===== config.mk =====
export PLATFORM = sky130hd
export DESIGN_NAME = ata_deg
export DESIGN_NICKNAME = d
export VERILOG_FILES = /design/src/hw/rtl/ata_pkg.sv /design/src/hw/rtl/ata_deg.sv
export SDC_FILE = /design/constraint.sdc
export NUM_CORES = 1
export LEC_CHECK = 0
export BUFFER_PORTS_ARGS = -buffer_cell sky130_fd_sc_hd__clkbuf_2
export CAP_MARGIN = 0
export CORE_ASPECT_RATIO = 1.2
export CORE_MARGIN = 8
export CORE_UTILIZATION = 35
export DETAILED_ROUTE_END_ITERATION = 10
export PLACE_DENSITY = 0.68
export SLEW_MARGIN = 30
export SYNTH_ARGS = -nofsm -noshare
export SYNTH_HDL_FRONTEND = slang
export SYNTH_SLANG_ARGS = --single-unit

===== constraint.sdc =====
create_clock -name vclk -period 5.3
set_input_delay 0 -clock vclk [all_inputs]
set_output_delay 0 -clock vclk [all_outputs]
set_load 0.01 [all_outputs]

===== src/hw/rtl/ata_pkg.sv =====
package ata_pkg;

  // Input word and result widths.
  localparam int RAW_W   = 16;
  localparam int ROLL_W  = 9;
  localparam int PITCH_W = 8;

  // Milli-g scaling: raw * 61 / 1000 is formed as |raw| * SCALE_MUL >> SCALE_SHIFT.
  // SCALE_MUL is 61 * ceil(2^31 / 1000), exact for every 16-bit magnitude.
  localparam int         SCALE_SHIFT = 31;
  localparam logic [26:0] SCALE_MUL  = 27'd130996524;
  localparam int         MG_W        = 11;  // magnitude bits of a milli-g value

  // CORDIC vectors hold milli-g with VEC_SHIFT fraction bits.
  localparam int VEC_SHIFT = 12;
  localparam int VEC_W     = 27;

  // Angle accumulators carry this many integer bits above the fraction.
  localparam int ANG_INT_W     = 10;
  localparam int HALF_TURN_DEG = 180;
  localparam int SLACK_SHIFT   = 10;

  // Inverse CORDIC gain in Q30.
  localparam int          GAIN_SHIFT   = 30;
  localparam logic [29:0] INV_GAIN_Q30 = 30'd652032874;

  // atan(2^-i) in units of 1e-12 degree, i = 0..17.
  localparam logic [63:0] ATAN_PDEG [18] = '{
    64'd45000000000000, 64'd26565051177078, 64'd14036243467926, 64'd7125016348902,
    64'd3576334374997,  64'd1789910608246,  64'd895173710211,   64'd447614170861,
    64'd223810500369,   64'd111905677066,   64'd55952891894,    64'd27976452617,
    64'd13988227142,    64'd6994113675,     64'd3497056851,     64'd1748528427,
    64'd874264214,      64'd437132107
  };

  localparam logic [63:0] MICRO = 64'd1000000;
  localparam logic [63:0] PICO  = 64'd1000000000000;

  // Rotation angle of step idx in degrees with frac fraction bits, rounded half up.
  // Beyond the table the last entry is halved once per extra step, rounding half up.
  function automatic logic [63:0] step_angle(input int unsigned idx, input int unsigned frac);
    logic [63:0] d;
    logic [63:0] hi;
    logic [63:0] lo;
    logic [63:0] a;
    logic [63:0] q1;
    logic [63:0] r1;
    int unsigned s;
    if (idx < 18) begin
      d = ATAN_PDEG[idx[4:0]];
    end else begin
      s = idx - 17;
      d = (ATAN_PDEG[17] + (64'd1 << (s - 1))) >> s;
    end
    hi = d / MICRO;
    lo = d % MICRO;
    a  = hi << frac;
    q1 = a / MICRO;
    r1 = a % MICRO;
    return q1 + (r1 * MICRO + (lo << frac) + PICO / 2) / PICO;
  endfunction

endpackage


===== src/hw/rtl/ata_deg.sv =====
module ata_deg #(
  parameter int FRAC  = 16,
  parameter int OUT_W = 9,
  parameter int LIMIT = 180
) (
  input  logic signed [FRAC+ata_pkg::ANG_INT_W-1:0] angle,
  output logic signed [OUT_W-1:0]                   deg
);

  localparam int AW = FRAC + ata_pkg::ANG_INT_W;
  localparam int IW = ata_pkg::ANG_INT_W;
  localparam logic [AW-1:0] SLACK = (FRAC >= ata_pkg::SLACK_SHIFT) ?
                                    (AW'(1) << (FRAC - ata_pkg::SLACK_SHIFT)) : '0;
  localparam logic [IW-1:0] LIM   = IW'(LIMIT);

  logic             neg;
  logic [AW-1:0]    mag;
  logic [AW-1:0]    padded;
  logic [IW-1:0]    whole;
  logic [IW-1:0]    clamped;
  logic [OUT_W-1:0] mag_out;

  // A small slack absorbs the CORDIC residual at exact whole-degree angles.
  assign neg     = angle[AW-1];
  assign mag     = neg ? AW'(-angle) : AW'(angle);
  assign padded  = mag + SLACK;
  assign whole   = padded[AW-1:FRAC];
  assign clamped = (whole > LIM) ? LIM : whole;
  assign mag_out = clamped[OUT_W-1:0];
  assign deg     = neg ? -mag_out : mag_out;

endmodule


==> results.cfg, run 1 <==
[outcome]
status = finished clean

[cts]
ctsHoldBuffers = 0
cts_resized = 0
post-cts-setup-buffers = 0

[setup_path]
end_kind = primary output
start_kind = input port
required_ps = 5300
crit_arrival_ps = 4270
cp_max_fo = 6
path_class = in -> out

[global_route]
grt_antenna_before_repair = 0
top_usage_layer = met2
grt_max_degree = 34
globalRouteOverflowTotal = 0
grtUsageMet2_pct = 22.1
grt_usage_pct = 12.1
met1_usage_pct = 14.6
met3_usage_pct = 2.07
grt_pass1_wl_um = 6090
grt_pass1_vias = 1407

[drt]
post-route-drc-count = 0
num_vias = 1403
drt_iter0_drc = 86
drt-total-wl_um = 3570
wl_per_cell_um = 14.9
drtPass1Iterations = 4
final_antenna_net_count = 0
vias_per_cell = 5.85

[floorplan]
die_w_um = 70.2
fp.dieArea_mm2 = 0.00569
rows = 23
coreArea_mm2 = 0.00337
initial_utilization_pct = 36.6
die_y_um = 81.0
io_pins = 35

[sta]
min_period_ps = 4270
hold_slack_ps = 613
max_freq_mhz = 234
tightest_slew_ps = 794
hold_viol = 0
maxSlewHeadroom_pct = 46.6
setup-tns-final_ps = 0
finalCritPeriodShare_pct = 80.5
grt_setup_unrepaired = no
finalSetupViolCount = 0
drv_slew = 0

[power]
irDropWorstVdd_uv = 47.1
power_density_mw_per_mm2 = 85.7
net-switching-power_w = 0.0000736
intPower_w = 0.0000494
power_frac_clock_pct = 0
leakage_nw = 0.538
power.share.switching_pct = 59.8
share_seq_of_total_power_pct = 0
power_frac_comb_pct = 100.0

[logic_synthesis]
yosysSeqAreaShare_pct = 0
syn-instance-count = 174
syn-num-nets = 201
syn_area_per_cell_um2 = 7.09
ys_warn_count = 0
synth.distinct_cells = 57
netlist_area_mm2 = 0.00123

[finish]
final_common_cell = clkbuf_2
stdcell_count = 240
final_nets = 232
synthToLayoutAreaGrowth_pct = 16.3
design.seq.count = 0
seqCellArea_um2 = 0
clkbuf_count = 0
drive_above_1_share_pct = 30.0
diodes = 0
layout_common_cells = clkbuf_2, nor2_1, nand2_1, xnor2_1

[placement]
placed_cells = 240
port-buffer-count = 35
dp_hpwl_um = 3000
place_congestion = 0.823

[flow_run]
max-cap-violations = 0

[hold_path]
hp-class = in -> out
Yosys cell counts (2+ instances only):
library cell  number  area share, %
nor2b_1            2            1.0
nor4_2             2            2.0
or2_2              5            2.5
nor4_4             3            5.2
inv_1              6            1.8
or4_1              3            1.8
o22ai_1            2            1.0
clkbuf_1           5            1.5
o21ai_0            9            3.7
xor2_1             9            6.4
or3_1              2            1.0
o21ai_2            2            1.4
or4_4              2            1.8
a21boi_0           2            1.2
nor4_1             6            3.0
nand3b_1           3            1.8
nor3_1             8            3.2
o41a_1             2            1.8
nand4_1            5            2.5
a31oi_1            2            1.0
mux2i_1            5            4.1
and4_1             4            2.8
nor2_1            18            5.5
nand3_1            5            2.0
nand2_1           11            3.3
a21oi_1            3            1.2
a211oi_1           4            2.4
nand2b_1           3            1.5
xnor2_1           11            7.8
mux2_2             3            2.7
final timing paths:
check | start | endpoint | slack (ps) | cells past startpoint
worst min-delay path | angle[25] | deg[8] | 610 | 4
worst max-delay path | angle[4] | deg[4] | 1030 | 15
critical path, stage by stage:
cell and delay, ps:
clkbuf_2 90, or4_1 570, nor4_1 440, mux2i_1 320, o22ai_1 160, nor3_1 470, o21bai_1 270, o311a_2 430
o21ai_0 260, ha_1 280, inv_1 50, or3b_2 450, a21boi_0 130, o21ai_0 170, clkbuf_2 160
power by group through the flow:
stage / logic [W] / registers [W] / clock network, W
6_report: 0.000123 / 0 / 0
5_1_grt: 0.000137 / 0 / 0
4_1_cts: 0.000124 / 0 / 0
3_5_place_dp: 0.000123 / 0 / 0
3_3_place_gp: 0.000122 / 0 / 0
2_1_floorplan: 0.0000834 / 0 / 0
stage by stage:
stage / cell area [um2] / total power [W] / utilization (%) / worst slack (ps)
final: 1440 / 0.000123 / 42.6 / 1030
after CTS: 1440 / 0.000124 / 42.6 / 1080
after global routing: 1440 / 0.000137 / 42.6 / 836
after detailed placement: 1440 / 0.000123 / 42.6 / 1080
after floorplan: 1230 / 0.0000834 / - / 1620
after global placement: 1440 / 0.000122 / 42.6 / 1220
routing by layer:
metal,vias up,share of wire (%)
met5,-,0
met2,37,48
li1,738,-
met1,622,46
met3,6,5.0
met4,0,1.2
cell families (layout without fill, tap and decap cells):
kind of cell    after synthesis  count (layout)  share of synthesized area (%)
xor+xnor                     21              21                           15.5
fa+ha+maj                     1               1                           1.01
buf+inv                      13              42                           4.06
simple gates                 86              86                           44.1
mux                           8               8                           6.80
compound gates               45              45                           28.5
layout make-up:
class	instances	area (um2)
tap	37	46.3
inverter	6	22.5
multi-input combinational	161	1180
timing repair buffer	36	183
fill	379	1930
Power figures use the tool's default switching activity.
==> run 2, diff against run 1 <==
==> constraint.sdc (replaced) <==
create_clock -name vclk -period 4.25
set_input_delay 0 -clock vclk [all_inputs]
set_output_delay 0 -clock vclk [all_outputs]
set_load 0.01 [all_outputs]
==> run 2 against run 1 <==
  * First-iteration DRC count shrank 57%
  * Sequential cell count unchanged
  * Design area increased by 4.2%
  * Setup slack lost 750 ps
  * Sequential share of layout area is the same
  * Largest power group unchanged
  * Routed wire length up 0.22%
  * Global-route usage shrank 0.53 points
==> results.cfg, run 2 (synthesis results as in run 1) <==
[drt]
drtPass1Iterations = 4
post-route-drc-count = 0
num_vias = 1433
final_antenna_net_count = 0
wl_per_cell_um = 14.6
vias_per_cell = 5.87
drt-total-wl_um = 3570
drt_iter0_drc = 37

[setup_path]
path_cells = clkbuf_2, or4_1, nor4_2, mux2i_1, o22ai_1, nor3_2, o21bai_1, o311a_2, o21ai_0, ha_1, inv_1, or3b_2, a21boi_0, o21ai_0, clkbuf_2
cp_max_fo = 6
end_kind = primary output
required_ps = 4250
crit_arrival_ps = 3960
cp_slowest_cell = or4_1
crit_path_max_incr_delay_ps = 600
path_class = in -> out
start_kind = input port

[finish]
seqCellArea_um2 = 0
drive_above_1_share_pct = 34.3
final_nets = 236
design.seq.count = 0
stdcell_count = 244
synthToLayoutAreaGrowth_pct = 21.2
layout_common_cells = clkbuf_2, nor2_1, nand2_1, xnor2_1
fin_area_mm2 = 0.00150
final_common_cell = clkbuf_2
diodes = 0
n_fill_cell = 369
clkbuf_count = 0
fin_util_pct = 44.4

[power]
leakage_nw = 0.575
power_density_mw_per_mm2 = 105
p_total_w = 0.000157
irDropWorstVdd_uv = 50.9

[floorplan]
initial_utilization_pct = 36.6
fp.dieArea_mm2 = 0.00569
rows = 23
die_y_um = 81.0
die_w_um = 70.2
coreArea_mm2 = 0.00337
io_pins = 35

[sta]
drv_slew = 0
max_freq_mhz = 252
tightest_slew_ps = 675
hold_viol = 0
setup-tns-final_ps = 0
finalSetupViolCount = 0
min_period_ps = 3960
finalCritPeriodShare_pct = 93.3
maxSlewHeadroom_pct = 54.4

[hold_path]
whs_endpoint = deg[1]
hold_start = angle[17]
hp-class = in -> out
hold_depth = 5

[global_route]
grt_pass1_wl_um = 5880
grt_antenna_before_repair = 0
grt_pass1_vias = 1352
grt_max_degree = 33
grt_usage_pct = 11.6
globalRouteOverflowTotal = 0

[placement]
place_congestion = 0.842
placed_cells = 243
port-buffer-count = 35
dp_hpwl_um = 2950
post_dp_cell_area_mm2 = 0.00146

[flow_run]
max-cap-violations = 0

[outcome]
status = finished clean
==> run 2: worst max path at each step <==
stage	depth (start not counted)	endpoint	from
2_1_floorplan	13	deg[4]	angle[4]
3_3_place_gp	15	deg[4]	angle[12]
3_5_place_dp	15	deg[4]	angle[4]
4_1_cts	15	deg[4]	angle[12]
5_1_grt	15	deg[4]	angle[4]
6_report	15	deg[4]	angle[4]
==> run 2: worst max-delay path, delay by kind of cell <==
family	cells	cell delay, ps
fa+ha+maj	1	260
simple gates	4	1650
compound gates	6	1390
mux	1	360
buf+inv	3	300
==> run 2: area by class of cell <==
cell class	count	area, um2	area share [%]
Inverter	6	22.5	1.51
Multi-Input combinational cell	161	1210	81.2
Tap cell	37	46.3	3.10
Timing Repair Buffer	40	213	14.2
==> run 2: repair_timing <==
item / in CTS / in global routing
buffers inserted: 0 / 1
endpoints found under the setup margin: 0 / 1
endpoints found under the hold margin: 0 / 0
resized for setup: 0 / 6
hold buffers: 0 / 0
==> run 2: through the flow <==
stage | setup WS (ps) | hold slack (ps)
2_1_floorplan | 567 | 264
5_1_grt | -64.4 | 649
3_3_place_gp | 333 | 597
6_report | 287 | 594
4_1_cts | 245 | 608
3_5_place_dp | 252 | 610
==> run 2: metal layers <==
layer	wire length (um)	global-route usage, %
met1	1650	14.3
met2	1790	21.4
met3	134	1.34
met4	0	1.81
met5	0	0
==> run 2: report_power, final <==
part	total, W	internal, W	leakage (nW)	switching, W
logic	0.000157	0.0000639	0.575	0.0000930
clock network	0	0	0	0
registers	0	0	0	0
