**src/hw/rtl/ata_pkg.sv**
```systemverilog
package ata_pkg;

  // Input word and result widths.
  localparam int RAW_W   = 16;
  localparam int ROLL_W  = 9;
  localparam int PITCH_W = 8;

  // Milli-g scaling: raw * 61 / 1000 is formed as |raw| * SCALE_MUL >> SCALE_SHIFT.
  // SCALE_MUL is 61 * ceil(2^31 / 1000), exact for every 16-bit magnitude.
  localparam int         SCALE_SHIFT = 31;
  localparam logic [26:0] SCALE_MUL  = 27'd130996524;
  localparam int         MG_W        = 11;  // magnitude bits of a milli-g value

  // CORDIC vectors hold milli-g with VEC_SHIFT fraction bits.
  localparam int VEC_SHIFT = 12;
  localparam int VEC_W     = 27;

  // Angle accumulators carry this many integer bits above the fraction.
  localparam int ANG_INT_W     = 10;
  localparam int HALF_TURN_DEG = 180;
  localparam int SLACK_SHIFT   = 10;

  // Inverse CORDIC gain in Q30.
  localparam int          GAIN_SHIFT   = 30;
  localparam logic [29:0] INV_GAIN_Q30 = 30'd652032874;

  // atan(2^-i) in units of 1e-12 degree, i = 0..17.
  localparam logic [63:0] ATAN_PDEG [18] = '{
    64'd45000000000000, 64'd26565051177078, 64'd14036243467926, 64'd7125016348902,
    64'd3576334374997,  64'd1789910608246,  64'd895173710211,   64'd447614170861,
    64'd223810500369,   64'd111905677066,   64'd55952891894,    64'd27976452617,
    64'd13988227142,    64'd6994113675,     64'd3497056851,     64'd1748528427,
    64'd874264214,      64'd437132107
  };

  localparam logic [63:0] MICRO = 64'd1000000;
  localparam logic [63:0] PICO  = 64'd1000000000000;

  // Rotation angle of step idx in degrees with frac fraction bits, rounded half up.
  // Beyond the table the last entry is halved once per extra step, rounding half up.
  function automatic logic [63:0] step_angle(input int unsigned idx, input int unsigned frac);
    logic [63:0] d;
    logic [63:0] hi;
    logic [63:0] lo;
    logic [63:0] a;
    logic [63:0] q1;
    logic [63:0] r1;
    int unsigned s;
    if (idx < 18) begin
      d = ATAN_PDEG[idx[4:0]];
    end else begin
      s = idx - 17;
      d = (ATAN_PDEG[17] + (64'd1 << (s - 1))) >> s;
    end
    hi = d / MICRO;
    lo = d % MICRO;
    a  = hi << frac;
    q1 = a / MICRO;
    r1 = a % MICRO;
    return q1 + (r1 * MICRO + (lo << frac) + PICO / 2) / PICO;
  endfunction

endpackage

```
**src/hw/rtl/ata_scale.sv**
```systemverilog
module ata_scale (
  input  logic                                clk,
  input  logic signed [ata_pkg::RAW_W-1:0]    raw,
  output logic signed [ata_pkg::MG_W:0]       mg
);

  localparam int RW = ata_pkg::RAW_W;
  localparam int MW = ata_pkg::MG_W;
  localparam int SH = ata_pkg::SCALE_SHIFT;
  localparam int PW = RW + 1 + $bits(ata_pkg::SCALE_MUL);

  logic          neg;
  logic [RW:0]   mag;
  logic [PW-1:0] prod;
  logic [MW-1:0] q_r;
  logic          neg_r;
  logic [MW:0]   q_ext;

  // Work on the magnitude so the quotient truncates toward zero.
  assign neg  = raw[RW-1];
  assign mag  = neg ? ((RW+1)'(0) - {raw[RW-1], raw}) : {1'b0, raw};
  assign prod = mag * ata_pkg::SCALE_MUL;

  always_ff @(posedge clk) begin
    q_r   <= prod[SH+MW-1:SH];
    neg_r <= neg;
  end

  assign q_ext = {1'b0, q_r};
  assign mg    = neg_r ? -q_ext : q_ext;

endmodule

```
**config.mk**
```make
export PLATFORM = sky130hd
export DESIGN_NAME = ata_scale
export DESIGN_NICKNAME = d
export VERILOG_FILES = /design/src/hw/rtl/ata_pkg.sv /design/src/hw/rtl/ata_scale.sv
export SDC_FILE = /design/constraint.sdc
export NUM_CORES = 1
export LEC_CHECK = 0
export ABC_CLOCK_PERIOD_IN_PS = 8630
export BUFFER_PORTS_ARGS = -buffer_cell sky130_fd_sc_hd__buf_2
export CAP_MARGIN = 20
export CORE_MARGIN = 2
export CORE_UTILIZATION = 49
export DETAILED_ROUTE_END_ITERATION = 10
export GPL_TIMING_DRIVEN = 0
export HOLD_SLACK_MARGIN = 0.08
export PLACE_DENSITY_LB_ADDON = 0.12
export SYNTH_ARGS = -nofsm -noshare
export SYNTH_HDL_FRONTEND = slang
export SYNTH_SLANG_ARGS = --single-unit
```
**constraint.sdc**
```tcl
create_clock -name clk -period 8.63 [get_ports clk]
set_clock_uncertainty 0.2 [all_clocks]
set_input_delay 0.4315 -clock clk [delete_from_list [all_inputs] [get_ports clk]]
set_output_delay 0.4315 -clock clk [all_outputs]
set_load 0.1 [all_outputs]
```
==> results.md, run 1 <==
* Status: completed
* Layout cells sized above 1 at 0.0496
* Die Width at 132 µm
* Row cnt at 46
* Commonest non-fill, non-tap cell in the layout: inv_1
* First DRT Iteration DRCs at roughly 350
* Number of synthesized flops with an enable pin at 0
* CP max-delay cell: xor2_1
* Sequential element share of the synthesized area at 0.0300
* Diodes inserted at 0
* GR Overflow Total at 0
* Area leader, netlist: fa_1
* H-tree levels at 1
* Final core utilization at 0.534
* Drt pass-1 iters at 6
* Max-Cap Viols at 0
* Post-Synthesis Cells at 850
* Yosys warns at 0
* Largest net degree at the start of global routing at 11
* Post-detailed-route wirelength per cell at 18.2 µm
* Arr. time, crit path at about 7.9 ns
* DR WL met3 at slightly below 600 µm
* Routed via count at around 5800
* Final period util at 0.921
* Initial Util at 0.502
* Clock buffer count from CTS at 3
* Most frequent CP cell: fa_1
* Port buffer count at 28
* Routed length on met2 at 10100 µm
* Slew margin rel. at 0.259
* Number of global-route vias before repair at 6215
* # hold bufs at CTS at 0
* Uppermost layer routed: met4
* Post-DRT Antenna Nets at 0
* Final net count at 1221
* Die ar. at roughly 17000 µm²
* Post-Syn Area per Cell at 9.42 µm²
* Slew Limit Fails at 0
* Max stage delay on crit path at ~0.71 ns
* Crit Path Max Fanout at 8
* Crit-path cells: buf_2 > inv_1 > ha_1 > nand3b_1 > o21ai_0 > nand2_1 > xor2_1 > fa_1 > fa_1 > fa_1 > fa_1 > fa_1 > inv_1 > fa_1 > inv_1 > ha_1 > nand4_1 > nor2_1 > nand3_1 > a21oi_1 > nor2_1 > mux2i_1 > a2111oi_0
* Vias per Instance at 5.25
* Worst-margin pin slew at between 1 and 1.5 ns
* FF+latch count, synth at 12
* Drc violations at 0
* Worst Hold Class: in -> reg
* DIE HEIGHT at 132 µm
* DPL Wire Length at 18400 µm
* Resize count post-CTS at 0
* Core ar. at 15900 µm²
* Crit end category: flip-flop
* CP Class: in -> reg
* Hold Fails Final Rpt at 0
* Synth top area share at 0.403
* CTS tree: built
* First-pass GRT wire length at 32300 µm
* Main synth FF type: dfxtp_1
* Syn Std Cell Area at 8010 µm²
* Startpoint class of the critical path: input port
* Post-synthesis async set-or-reset flop share at 0
* CTS root buf: clkbuf_16
* Commonest non-fill, non-tap cells in the layout: inv_1 (258), fa_1 (161), ha_1 (154)
* Clock buffer depth at 2
* CTS clk-pin slew, worst paths at roughly 0.040 ns
* CTS sink count at 12
* Final setup vio count at 0
* Top post-synthesis cells by area: fa_1 (40%), ha_1 (24%), inv_1 (12%)
* GRT Overall Usage at 0.239
* Post-route minimum period at between 7 and 8 ns
* Data required, critical path at 8.53 ns
* Synth cell types at between 50 and 60
* Total Routed Length at 20100 µm
* Met1 WL at 8670 µm
* Setup_tns at 0 ns
* # Post-CTS Setup Buffers at 0
* Initial antenna violation count at 0
* RSZ-0062 raised after global routing: no
* Gpl congestion at 0.928
* Area delta synth->final at 6.41%
* Max Freq at 126 MHz
* Boundary Pins at 29
-- cell families after synthesis --
logic type,Yosys count,share of synthesized area
mux,2,0.00406
compound gates,93,0.0756
buf+inv,272,0.128
fa+ha+maj,315,0.643
simple gates,113,0.0722
other cells,2,0.000938
xor+xnor,41,0.0458
flops,12,0.0300
-- registers in the layout (all words and copies together) (netlist names) --
name and flops:
q_r 11, neg_r 1
-- routing by layer --
metal	up-vias	track usage
li1	2720	-
met5	-	0
met3	34	0.0158
met1	2901	0.321
met4	0	0.0749
met2	131	0.414
-- through the flow --
step	setup WS (ns)	cells	hold WS [ns]	cell area (µm²)
2_1_floorplan	1.87	854	0.259	8020
3_3_place_gp	0.528	1098	0.524	8430
3_5_place_dp	0.498	1100	0.527	8440
4_1_cts	0.714	1103	0.280	8520
5_1_grt	0.187	1103	0.278	8520
6_report	0.684	1103	0.274	8520
-- cell usage after synthesis (4+ instances only) --
master / count
inv_1: 258
fa_1: 161
ha_1: 154
nand2_1: 36
xnor2_1: 29
o21ai_0: 25
a21oi_1: 23
nor2_1: 16
dfxtp_1: 12
clkbuf_1: 11
nor3_1: 11
xor2_1: 11
nand3_1: 10
a211oi_1: 9
a21o_1: 8
nand2b_1: 7
o31ai_1: 6
nand4_1: 5
nor2b_1: 4
o211ai_1: 4
-- cell type report --
| cell class | instances | area (µm²) |
|---|---|---|
| fill | 1500 | 7420 |
| clock buffer | 3 | 75.1 |
| tap | 216 | 270 |
| multi-input combinational | 570 | 6760 |
| inverter | 259 | 972 |
| buffer | 13 | 53.8 |
| sequential | 12 | 240 |
| timing repair buffer | 30 | 153 |
-- worst max-delay path, delay by kind of cell --
family / cells / cell delay (ns)
adder cells (fa/ha/maj): 8 / 3.92
buffers and inverters: 4 / 0.56
multiplexers: 1 / 0.13
XOR/XNOR: 1 / 0.71
AND/OR/NAND/NOR: 6 / 0.98
AO/OA/AOI/OAI: 3 / 1.12
-- final timing paths --
kind  startpoint  slack (ns)  cells after the start  endpoint
min      raw[15]        0.27                      1     neg_r
max       raw[0]        0.68                     23    q_r[4]
Power of run 1 is left out: the tool's default activity adds up to more than one toggle a clock period on the data nets, which glitch-free logic cannot reach.
==> run 2: changes to the inputs <==
--- a/config.mk
+++ b/config.mk
@@ -8,7 +8,6 @@
 export ABC_CLOCK_PERIOD_IN_PS = 8630
 export BUFFER_PORTS_ARGS = -buffer_cell sky130_fd_sc_hd__buf_2
 export CAP_MARGIN = 20
-export CORE_MARGIN = 2
 export CORE_UTILIZATION = 49
 export DETAILED_ROUTE_END_ITERATION = 10
 export GPL_TIMING_DRIVEN = 0
==> results.md, run 2 (same netlist as run 1, synthesis figures left out) <==
* Core ar. at 15900 µm²
* Area occupied by multi-input gates at 6760 µm²
* Drc violations at 0
* Commonest non-fill, non-tap cells in the layout: inv_1 (258), fa_1 (161), ha_1 (154)
* Max FFs per register at 11
* Setup_tns at 0 ns
* H-tree levels at 1
* Worst-margin pin slew at around 1.1 ns
* Gpl congestion at 0.929
* Top reg by flops: q_r
* Crit end category: flip-flop
* Leading registers by flop count: q_r: 11 flops, neg_r: 1 flops
* Slew Limit Fails at 0
* Total Routed Length at 19700 µm
* # hold bufs at CTS at 0
* Final setup vio count at 0
* RSZ-0062 raised after global routing: no
* Fill cells at 1509
* Post-detailed-route wirelength per cell at 17.9 µm
* Commonest non-fill, non-tap cell in the layout: inv_1
* Max Freq at 127 MHz
* Data required, critical path at approximately 8.5 ns
* DIE HEIGHT at about 130 µm
* GR Overflow Total at 0
* Largest net degree at the start of global routing at 11
* Post-route minimum period at 7.87 ns
* Area delta synth->final at 6.58%
* Slew margin rel. at 0.271
* Status: completed
* Hold Fails Final Rpt at 0
* Die ar. at 16900 µm²
* Row cnt at 46
* GRT Overall Usage at 0.248
* Boundary Pins at 29
* Initial Util at 0.502
* Clock buffer count from CTS at 3
* DPL Wire Length at between 15000 and 20000 µm
* Port buffer count at 28
* Diodes inserted at 0
* Crit Path Max Fanout at 8
* Worst Hold Class: in -> reg
* # Post-CTS Setup Buffers at 0
* Clock buffer depth at 2
* Post-DRT Antenna Nets at 0
* CTS clk-pin slew, worst paths at ~0.04 ns
* Resize count post-CTS at 0
* Sequential cell area at 240 µm²
* Final net count at 1221
* Max-Cap Viols at 0
* Die Width at 130 µm
* Startpoint class of the critical path: input port
* CTS tree: built
* Number of global-route vias before repair at 5922
* CP Class: in -> reg
* First DRT Iteration DRCs at 198
* Initial antenna violation count at 0
* Routed via count at 5689
* CTS root buf: clkbuf_16
* First-pass GRT wire length at 31100 µm
* CTS sink count at 12
* Drt pass-1 iters at 5
* Final period util at 0.911
* Arr. time, crit path at 7.75 ns
* Vias per Instance at 5.15
* Layout cells sized above 1 at 0.0507
==> run 2: changes by cell type in the layout (fill, tap and decap cells not counted), sizes merged <==
cell,delta
clkbuf,+1
==> run 2: path summary, 6_finish.rpt <==
check | from | to | slack, ns | depth (start not counted)
setup / recovery | raw[0] | q_r[4] | 0.76 | 23
hold / removal | raw[15] | neg_r | 0.28 | 1
==> run 2: area by class of cell <==
cell class	count	share of cell area
well taps	216	0.0317
clock buffers	4	0.0104
plain buffers	13	0.00630
flip-flops and latches	12	0.0282
inverters	259	0.114
multi-input cells	570	0.792
repair buffers	30	0.0179
==> run 2: critical path, cell delays in order <==
cell       delay [ns]
buf_2            0.17
inv_1            0.27
ha_1             0.25
nand3b_1         0.22
o21ai_0          0.40
nand2_1          0.12
xor2_1           0.67
fa_1             0.62
fa_1             0.58
fa_1             0.45
fa_1             0.55
fa_1             0.55
inv_1            0.06
fa_1             0.53
inv_1            0.04
ha_1             0.33
nand4_1          0.20
nor2_1           0.16
nand3_1          0.12
a21oi_1          0.28
nor2_1           0.11
mux2i_1          0.14
a2111oi_0        0.48
==> run 2: through the flow <==
| step | setup WS, ns | instance area, µm² | hold WS, ns | cells | util |
|---|---|---|---|---|---|
| global placement | 0.586 | 8430 | 0.524 | 1098 | 0.529 |
| finish | 0.765 | 8530 | 0.283 | 1104 | 0.535 |
| global route | 0.294 | 8530 | 0.277 | 1104 | 0.535 |
| floorplan | 1.87 | 8020 | 0.259 | 854 | - |
| CTS | 0.767 | 8530 | 0.278 | 1104 | 0.535 |
| detailed placement | 0.549 | 8440 | 0.528 | 1100 | 0.530 |
==> run 2: routing by layer <==
layer / track usage / vias to the layer above / part of all wire
met5: 0 / - / 0
met4: 0.0506 / 0 / 0.020
li1: - / 2706 / -
met1: 0.325 / 2839 / 0.43
met3: 0.0176 / 21 / 0.031
met2: 0.452 / 123 / 0.52
Power of run 2 is left out for the same reason.
==> run 3: changes to the inputs <==
--- a/config.mk
+++ b/config.mk
@@ -7,7 +7,9 @@
 export LEC_CHECK = 0
 export ABC_CLOCK_PERIOD_IN_PS = 8630
 export BUFFER_PORTS_ARGS = -buffer_cell sky130_fd_sc_hd__buf_2
-export CAP_MARGIN = 20
+export CAP_MARGIN = 10
+export CELL_PAD_IN_SITES_DETAIL_PLACEMENT = 0
+export CELL_PAD_IN_SITES_GLOBAL_PLACEMENT = 1
 export CORE_UTILIZATION = 49
 export DETAILED_ROUTE_END_ITERATION = 10
 export GPL_TIMING_DRIVEN = 0
==> results.md, run 3 (same netlist as run 1, synthesis figures left out) <==
* Status: completed
* Drt pass-1 iters at 4
* Layout cells sized above 1 at 0.0507
* Data required, critical path at 8.55 ns
* CTS root buf: clkbuf_16
* CTS sink count at 12
* Hold Crit Endpoint: neg_r
* # Post-CTS Setup Buffers at 0
* DPL Wire Length at 17900 µm
* Core ar. at 15900 µm²
* Initial Util at 0.502
* Max FFs per register at 11
* RSZ-0062 raised after global routing: no
* WHS Path Cells at 1
* Initial antenna violation count at 0
* GRT Overall Usage at 0.247
* Post-route minimum period at 8.03 ns
* First-pass GRT wire length at a little over 30000 µm
* Max-Cap Viols at 0
* Total Routed Length at 19500 µm
* Worst Hold Launch: raw[15]
* Commonest non-fill, non-tap cells in the layout: inv_1 (258), fa_1 (161), ha_1 (154)
* Area delta synth->final at 6.61%
* Vias per Instance at between 5 and 6
* H-tree levels at 1
* Worst-margin pin slew at ~1.2 ns
* Worst Hold Class: in -> reg
* DIE HEIGHT at 130 µm
* # hold bufs at CTS at 0
* Clock buffer count from CTS at 3
* Hold Fails Final Rpt at 0
* Gpl congestion at 0.946
* Crit Path Max Fanout at 8
* CTS tree: built
* Startpoint class of the critical path: input port
* Top reg by flops: q_r
* Slew margin rel. at 0.203
* Resize count post-CTS at 0
* Die ar. at 16900 µm²
* Number of global-route vias before repair at 5971
* Port buffer count at 28
* Leading registers by flop count: q_r: 11 flops, neg_r: 1 flops
* Max Freq at 125 MHz
* Largest net degree at the start of global routing at 11
* Setup_tns at 0 ns
* Placed cell count at 1099
* Final Non-Filler Cells at 1104
* CTS clk-pin slew, worst paths at 0.04 ns
* Die Width at 130 µm
* Diodes inserted at 0
* First DRT Iteration DRCs at about 230
* Row cnt at 46
* Crit end category: flip-flop
* Drc violations at 0
* Final period util at 0.930
* Post-detailed-route wirelength per cell at about 18 µm
* Slew Limit Fails at 0
* Commonest non-fill, non-tap cell in the layout: inv_1
* Clock buffer depth at 2
* CP Class: in -> reg
* Arr. time, crit path at just under 8 ns
* Routed via count at ~5700
* Fin Hold WS at 0.281 ns
* Final setup vio count at 0
* Final net count at 1221
* Boundary Pins at 29
* GR Overflow Total at 0
* Post-DRT Antenna Nets at 0
run 3: final cells by class:
| type | count | area, µm² |
|---|---|---|
| flip-flops and latches | 12 | 240 |
| plain buffers | 13 | 53.8 |
| multi-input cells | 570 | 6760 |
| clock buffers | 4 | 88.8 |
| inverters | 259 | 972 |
| fillers | 1532 | 7410 |
| well taps | 216 | 270 |
| repair buffers | 30 | 155 |
run 3: layer usage:
metal | routed length [µm] | track usage | up-vias
li1 | - | - | 2718
met1 | 8330 | 0.321 | 2901
met2 | 10400 | 0.464 | 90
met3 | 612 | 0.0115 | 10
met4 | 135 | 0.0328 | 0
met5 | 0 | 0 | -
run 3: worst max-delay path, cell delays in order:
cell and delay (ns):
buf_2 0.17, inv_1 0.25, nand3_1 0.16, or4_1 0.50
o21ai_0 0.34, xor2_1 0.41, inv_1 0.27, ha_1 0.58
fa_1 0.51, fa_1 0.54, inv_1 0.06, fa_1 0.54
inv_1 0.06, fa_1 0.56, inv_1 0.07, fa_1 0.54
inv_1 0.04, ha_1 0.26, clkbuf_1 0.31, and3_1 0.30
nand2_1 0.12, nor2_1 0.09, o21ai_0 0.08, o21ai_0 0.39
a221oi_1 0.17, xnor2_1 0.15
run 3: worst max path at each step:
stage                     slack, ns  endpoint  cells past startpoint    from
final                          0.60    q_r[5]                     26  raw[0]
after global routing           0.22    q_r[4]                     23  raw[0]
after CTS                      0.62    q_r[5]                     26  raw[0]
after detailed placement       0.38    q_r[5]                     26  raw[0]
after global placement         0.48    q_r[4]                     22  raw[0]
after floorplan                1.87    q_r[5]                     24  raw[2]
run 3: stage by stage:
stage	instance area, µm²	setup slack, ns	util
2_1_floorplan	8020	1.87	-
3_3_place_gp	8430	0.483	0.529
3_5_place_dp	8440	0.376	0.529
4_1_cts	8530	0.615	0.535
5_1_grt	8540	0.220	0.535
6_report	8540	0.602	0.535
Power of run 3 is left out for the same reason.
